File: src/rtl/eomc_fifo.sv
// Small register queue between the front and back parts.
// Depends on nothing but its parameters.
module eomc_fifo #(
  parameter int WIDTH = 33,
  parameter int DEPTH = 4
) (
  input  logic                       clk,
  input  logic                       rst,
  input  logic                       push,
  input  logic [WIDTH-1:0]           push_data,
  input  logic                       pop,
  output logic [WIDTH-1:0]           pop_data,
  output logic                       valid,
  output logic [$clog2(DEPTH+1)-1:0] level
);
  localparam int PTR_W = $clog2(DEPTH);
  localparam int LVL_W = $clog2(DEPTH + 1);

  logic [WIDTH-1:0] slots [DEPTH];
  logic [PTR_W-1:0] wr_ptr;
  logic [PTR_W-1:0] rd_ptr;

  assign valid    = (level != '0);
  assign pop_data = slots[rd_ptr];

  // Pointers and fill level
  always_ff @(posedge clk) begin
    if (rst) begin
      wr_ptr <= '0;
      rd_ptr <= '0;
      level  <= '0;
    end else begin
      if (push) begin
        wr_ptr <= (wr_ptr == PTR_W'(DEPTH - 1)) ? '0 : wr_ptr + 1'b1;
      end
      if (pop) begin
        rd_ptr <= (rd_ptr == PTR_W'(DEPTH - 1)) ? '0 : rd_ptr + 1'b1;
      end
      if (push && !pop) begin
        level <= level + 1'b1;
      end else if (pop && !push) begin
        level <= level - 1'b1;
      end
    end
  end

  // Storage
  always_ff @(posedge clk) begin
    if (push) begin
      slots[wr_ptr] <= push_data;
    end
  end

  a_no_overflow: assert property (@(posedge clk) disable iff (rst)
    push |-> (level < LVL_W'(DEPTH)) || pop)
    else $error("queue written while full");

endmodule

File: config.mk
export PLATFORM = sky130hd
export DESIGN_NAME = eomc_fifo
export DESIGN_NICKNAME = d
export VERILOG_FILES = /design/src/rtl/eomc_fifo.sv
export SDC_FILE = /design/constraint.sdc
export NUM_CORES = 1
export LEC_CHECK = 0
export BUFFER_PORTS_ARGS = -buffer_cell sky130_fd_sc_hd__buf_2
export CORE_MARGIN = 2
export CORE_UTILIZATION = 36
export CTS_BUF_LIST = sky130_fd_sc_hd__clkbuf_4 sky130_fd_sc_hd__clkbuf_8
export DETAILED_ROUTE_END_ITERATION = 10
export MAX_ROUTING_LAYER = met4
export SYNTH_ARGS = -nofsm -noshare
export SYNTH_HDL_FRONTEND = slang
export SYNTH_SLANG_ARGS = --single-unit
export TNS_END_PERCENT = 30
File: constraint.sdc
create_clock -name clk -period 3.1 [get_ports clk]
set_input_delay 0.62 -clock clk [delete_from_list [all_inputs] [get_ports clk]]
set_output_delay 0.62 -clock clk [all_outputs]
set_load 0.02 [all_outputs]
== Word level (Yosys, flattened, before mapping) ==
Memories as Yosys holds them, arrays and structs flattened. A register that Yosys moved wholly into a read port is not among the register bits.
Index checks and enable logic that the tools add are counted.

* Register bits: 7
* RAM bits: 132
* Input bits: 37
* Output and inout bits: 37
* Logic and storage cells: 24
* Memories: 1

* $add $sub $neg: 4
* Equal/unequal tests: 2
* Mux-type cells: 8
* Reductions and logical operators: 6

{| class="wikitable"
|+ Memories
! memory !! words !! bits a word !! read ports !! clocked after memory_dff !! wr ports !! line !! source
|-
| slots || 4 || 33 || 1 || 1 || 1 || 19 || <nowiki>logic [WIDTH-1:0] slots [DEPTH];</nowiki>
|}

{| class="wikitable"
|+ Operators by type and width
! cell !! number
|-
| $mux W2 || 4
|-
| $mux W3 || 2
|-
| $add A2 B1 Y2 const B || 2
|-
| $eq A2 B2 Y1 const B || 2
|-
| $add A3 B1 Y3 const B || 1
|-
| $reduce_bool A3 Y1 || 1
|-
| $sub A3 B1 Y3 const B || 1
|-
| $logic_and A1 B1 Y1 || 2
|-
| $logic_not A1 Y1 || 2
|-
| $mux W1 || 2
|-
| $reduce_bool A2 Y1 || 1
|}

== Depth between registers and ports, before layout ==
Gate-level depths: netlist of the first run.

* Depth after elaboration: 4
* Depth in mapped cells: 7
* Gate-level depth less buffers: 7

== Worst setup path after synthesis of the first run ==
OpenSTA, ideal clock, no wires.

* Path type: input to register
* Start point: input port pop
* End point: register level[2]
* Setup time: 70 ps
* Arrival: 1812 ps
* Required time: 3030 ps
* Setup slack: 1218 ps
* Stages: 7
* Path buffers: 0
* Cells stage by stage: inv_1 > ha_1 > inv_1 > fa_1 > xor2_1 > or3_1 > a21oi_1

* Cells in the longest elaborated chain, start to end: 3
* Elaborated cells between the ends (all ways): 5
* Classes of those cells: 1 x mux; 4 x reduce/logical

{| class="wikitable"
|+ Ends and longest elaborated chain
! element !! line !! source
|-
| from (decl) || 11 || <nowiki>input logic pop,</nowiki>
|-
| $logic_not A1 Y1 || 39 || <nowiki>if (push && !pop) begin</nowiki>
|-
| $logic_and A1 B1 Y1 || 39 ||
|-
| $mux W3 / $reduce_bool A2 Y1 (equally long branches) || -- ||
|-
| to (signal assigned) || 40 || <nowiki>level <= level + 1'b1;</nowiki>
|-
| to (signal assigned) || 42 || <nowiki>level <= level - 1'b1;</nowiki>
|-
| to (decl) || 14 || <nowiki>output logic [$clog2(DEPTH+1)-1:0] level</nowiki>
|}

Parallel ways exist; a longest one is shown, timed or not.
A chain may end at the register's enable or synchronous reset.

==> results of run 1 <==
-- layout make-up --
cell class                 instances  area [sq um]
timing repair buffer              84           473
multi-input combinational         63           997
antenna                            1          2.50
clock inverter                    15           196
inverter                           5          18.8
fill                            1254          8070
tap                              184           230
clock buffer                      17           234
sequential                       141          4150
-- state kept, by name, indices dropped and copies added (netlist names), named ones only --
| signal | cells |
|---|---|
| rd_ptr | 2 |
| wr_ptr | 2 |
| slots | 132 |
| level | 3 |
-- path summary, 6_finish.rpt --
path                       endpoint              startpoint  depth (start not counted)  slack [ns]
max                    pop_data[16]               flip-flop                          3        0.40
min          slots[3][12]$_DFFE_PP_           push_data[12]                          1        0.40
max reg2reg  slots[0][14]$_DFFE_PP_  wr_ptr[0]$_SDFFE_PP0P_                          4        1.37
min reg2reg   level[2]$_SDFFE_PP0P_   level[2]$_SDFFE_PP0P_                          2        0.51
-- report_power, final --
part	switching [mW]	internal (mW)	total [mW]
clock network	0.687	0.873	1.56
logic	0.234	0.175	0.408
registers	0.0380	2.17	2.20
total	0.959	3.21	4.17
-- cell usage after synthesis --
master	n
xor2_1	2
buf_6	1
buf_2	3
edfxtp_1	132
clkbuf_1	1
mux4_2	30
fa_1	1
nor2_1	6
and2_1	4
nor3b_1	2
o21ai_0	1
ha_1	6
mux4_1	3
inv_1	5
buf_12	3
mux2i_1	3
a21oi_1	3
or3_1	2
dfxtp_1	9
-- routing by layer --
| metal | GRT usage [%] | wire length [microns] | vias up |
|---|---|---|---|
| li1 | - | - | 1096 |
| met1 | 15.2 | 3930 | 1286 |
| met2 | 22.3 | 5080 | 64 |
| met3 | 5.50 | 501 | 8 |
| met4 | 4.36 | 77 | 0 |
| met5 | - | 0 | - |
-- metrics by stage --
stage,total power [mW],instance area [sq um]
after floorplan,2.51,5250
after global placement,2.65,5870
after detailed placement,2.67,5870
after CTS,4.23,6300
after global routing,4.34,6300
final,4.17,6300
-- logic make-up after synthesis --
logic type	share of synthesized area, %
muxes	15.0
DFF	79.0
and+or+nand+nor	1.43
xor gates and xnor gates	0.334
AOI/OAI and AO/OA	0.382
adders and majority gates	1.81
buffers and inverters	2.08
==> reports/results.tsv, run 1 <==
metric	value	unit
Worst Tran Pin Value	0.633	ns
status	complete, no violations	
CTS max path bufs	2	
initial antenna violation count	1	
core box area	0.0144	sq mm
CTS clk-pin slew, worst paths	0.08	ns
grt ovf	0	
vias per cell	4.81	
clk_lat worst skew	0.43	ns
endpoints failing hold	0	
fin nets	356	
dominant delay contributor by cell family on the critical path	multiplexers	
PostCTS Resize Cnt	0	
layout cell share with drive strength beyond 1	46.2	%
worst path cell trace	buf_4 -> mux4_1 -> buf_2	
MaxCap Viol Count	0	
Worst EP required	2.48	ns
Initial Utilization	36.5	%
worst setup margin	0.398	ns
CP Launch Type	flip-flop	
TritonCTS clock tree	yes	
largest vdd supply drop	0.353	mV
slowest CP cell	mux4_1	
Avg WL per Cell	18.8	microns
Rows	44	
hold slack	0.396	ns
Slew HR	57.8	%
Arr. time, crit path	2.08	ns
dpl cells	477	
most frequent standard cell in the layout excluding fill and tap cells	edfxtp_1	
Yosys top cell by area	edfxtp_1	
die height	125	microns
cts hold-fix bufs	0	
Clock Sinks	141	
Mapped Area	0.00525	sq mm
first-pass GRT wire length	14900	microns
CTS H-tree depth	4	
share of the synthesized area in the top cell type	75.6	%
Die ar.	0.0156	sq mm
Worst Setup Path Type	flip-flop to primary output	
Seq cells post-synth	141	
CTS Root Cell	clkbuf_8	
Die X	125	microns
DRC Markers	0	
CP max FO	13	
Pins Over Slew Limit	0	
Final min period	2.70	ns
Synth warnings	0	
Max stage delay on crit path	0.60	ns
Syn Area/Cell	24.2	sq um
syn nets	261	
pre-CTS setup slack	0.800	ns
GPL Wtd Cong	0.641	
cts bufs inserted	17	
post-layout util	43.8	%
DP Wirelength	5940	microns
Post-Route WL	9590	microns
Power Density	662	mW/mm^2
worst clock skew	0.00789	ns
Hold Crit Class	input pin to flip-flop	
Final setup viols	0	
leakage	2.17	nW
Distinct cells, synth	19	
most frequent cells in the layout	edfxtp_1, buf_2, mux4_2	
sequential share of the synthesized area	79.0	%
antenna violation net count after detailed routing	0	
post-CTS setup buffer count	0	
vias	2454	
Max Freq	0.370	GHz
Mapped Cells	217	
crit path buf inv count	2	
largest net degree at the start of global routing	23	
Area Overhead vs Synth	20.1	%
RSZ-0062 raised after global routing	no	
Sum Neg Setup Slack	0	ns
I/O pins	74	
TritonRoute pass-1 iters	4	
vias in the first global route	2696	
Final period util	87.2	%
drt initial violations	167	
fin cells	510	
top post-synthesis cells by area	edfxtp_1, mux4_2, dfxtp_1, mux4_1, ha_1	
Setup crit end kind	primary output	
input/output buffers	73	
all-layer global routing usage	13.6	%
Note: power is estimated with default switching activity, not from simulation.
==> run 2: changes to the inputs <==
Settings changed: CORE_ASPECT_RATIO set to 1.25, CORE_MARGIN 2 to unset.
==> run 2 against run 1 <==
Net effect:
- largest cell class unchanged
- non-clock buffer count shrank 4
- sequential power is essentially flat
- global-route usage shrank 0.34 points
- largest power group unchanged
- highest routed layer unchanged
- die area shrank 3.2%
- critical path type unchanged
- design area shrank 0.93%
- cell count shrank 2.7%
- sequential share of layout area grew 0.62 points
==> reports/results.tsv, run 2 (synthesis gave the netlist of run 1 again) <==
metric	value	unit	change
WHS Endpoint	slots[0][10]$_DFFE_PP_		was slots[3][12]$_DFFE_PP_
RSZ-0062 raised after global routing	no		unchanged
Sum Neg Setup Slack	0	ns	unchanged
fin cells	496		was 510
CTS max path bufs	2		unchanged
layout cell share with drive strength beyond 1	45.0	%	was 46.2%
Area Overhead vs Synth	19.0	%	was 20.1%
clock share of power	36.9	%	was 37.4%
metal3 WL	420	microns	was 501 microns
TritonCTS clock tree	yes		unchanged
PostCTS Resize Cnt	0		unchanged
CTS clk-pin slew, worst paths	0.07	ns	was 0.08 ns
Int Pwr	3.21	mW	about the same
RR Endpoint	slots[3][1]$_DFFE_PP_		was slots[0][14]$_DFFE_PP_
drt initial violations	93		was 167
reg2reg start	wr_ptr[0]$_SDFFE_PP0P_		unchanged
CTS H-tree depth	4		unchanged
most frequent cells in the layout	edfxtp_1, buf_2, mux4_2		unchanged
die height	137	microns	was 125 microns
Worst Setup Path Type	flip-flop to primary output		unchanged
Fillers	1228		was 1254
most frequent standard cell in the layout excluding fill and tap cells	edfxtp_1		unchanged
endpoints failing hold	0		unchanged
vias in the first global route	2478		was 2696
DP Wirelength	5600	microns	was 5940 microns
cts bufs inserted	17		unchanged
DRC Markers	0		unchanged
cts hold-fix bufs	0		unchanged
initial antenna violation count	1		unchanged
first-pass GRT wire length	13300	microns	was 14900 microns
status	complete, no violations		unchanged
Post-Route WL	8950	microns	was 9590 microns
Die X	110	microns	was 125 microns
hold slack	0.409	ns	was 0.396 ns
largest vdd supply drop	0.336	mV	was 0.353 mV
Clock Sinks	141		unchanged
TritonRoute pass-1 iters	4		unchanged
Arr. time, crit path	1.89	ns	was 2.08 ns
worst clock skew	0.00827	ns	was 0.00789 ns
Pins Over Slew Limit	0		unchanged
Initial Utilization	37.5	%	was 36.5%
Met1 Wirelength	3690	microns	was 3930 microns
largest net degree at the start of global routing	34		was 23
antenna violation net count after detailed routing	0		unchanged
CP max FO	20		was 13
I/O pins	74		unchanged
all-layer global routing usage	13.2	%	was 13.6%
input/output buffers	73		unchanged
Final min period	2.51	ns	was 2.70 ns
top flop regs	slots x132, level x3		unchanged
Max Freq	0.398	GHz	was 0.370 GHz
Worst EP required	2.48	ns	about the same
vias per cell	4.75		was 4.81
Multi-input gate area	997	sq um	unchanged
Die ar.	0.0151	sq mm	was 0.0156 sq mm
post-CTS setup buffer count	0		unchanged
vias	2358		was 2454
fin nets	352		was 356
CTS Root Cell	clkbuf_8		unchanged
Worst R2R Setup Slack	1.34	ns	was 1.37 ns
top routing layer used	met4		unchanged
Worst Tran Pin Value	0.519	ns	was 0.633 ns
Setup crit end kind	primary output		unchanged
leakage	2.16	nW	was 2.17 nW
Net Switching	0.920	mW	was 0.959 mW
storage element area	0.00415	sq mm	unchanged
sequential power share	53.2	%	was 52.8%
Hold Crit Class	input pin to flip-flop		unchanged
dpl cells	464		was 477
Largest register FFs	132		unchanged
Avg WL per Cell	18.0	microns	was 18.8 microns
Hold Path Depth	1		unchanged
Final setup viols	0		unchanged
Power Density	662	mW/mm^2	about the same
Gate power share	9.8	%	about the same
MaxCap Viol Count	0		unchanged
core box area	0.0140	sq mm	was 0.0144 sq mm
Slew HR	65.4	%	was 57.8%
GPL Wtd Cong	0.668		was 0.641
Top reg by flops	slots		unchanged
Final period util	81.0	%	was 87.2%
Sw Share	22.3	%	was 23.0%
FF-to-FF path depth	3		was 4
CP Launch Type	flip-flop		unchanged
hold path start	push_data[10]		was push_data[12]
met2 WL	4740	microns	was 5080 microns
clk_lat worst skew	0.42	ns	was 0.43 ns
grt ovf	0		unchanged
Rows	48		was 44
## run 2: critical path, cell delays in order, from the launching register on
cell and delay, ns:
dfxtp_2 0.32, buf_4 0.36, mux4_1 0.61, buf_2 0.18
## run 2: worst max path at each step
stage,start,to,cells after the start
6_report,flip-flop,pop_data[28],3
5_1_grt,flip-flop,pop_data[28],3
4_1_cts,flip-flop,pop_data[28],3
3_3_place_gp,flip-flop,pop_data[28],3
2_1_floorplan,pop,level[2]$_SDFFE_PP0P_,7
3_5_place_dp,flip-flop,pop_data[28],3
## run 2: layout make-up
type,count,area share [%]
multi-input cells,63,16.0
clock inverters,13,2.75
well taps,175,3.51
diodes,1,0.0401
flip-flops and latches,141,66.5
clock buffers,18,3.87
repair buffers,80,7.10
inverters,5,0.301
## run 2: power by group through the flow
stage | clock [mW] | combinational [mW] | sequential (mW)
2_1_floorplan | 0 | 0.271 | 2.24
3_3_place_gp | 0 | 0.413 | 2.24
3_5_place_dp | 0 | 0.416 | 2.24
4_1_cts | 1.57 | 0.418 | 2.20
5_1_grt | 1.64 | 0.444 | 2.21
6_report | 1.52 | 0.406 | 2.20
## run 2: routing by layer
metal  vias up  track usage (%)
li1       1087                -
met1      1214             14.6
met2        49             21.8
met3         8             4.90
met4         0             4.89
met5         -                -
## run 2: stage by stage
step | util [%] | cell area [sq um] | setup WS, ns | power (mW)
after detailed placement | 41.6 | 5820 | 0.971 | 2.66
after global routing | 44.6 | 6240 | 0.451 | 4.29
after global placement | 41.6 | 5820 | 0.976 | 2.65
final | 44.6 | 6240 | 0.590 | 4.13
after CTS | 44.6 | 6240 | 0.500 | 4.19
after floorplan | - | 5250 | 1.22 | 2.51
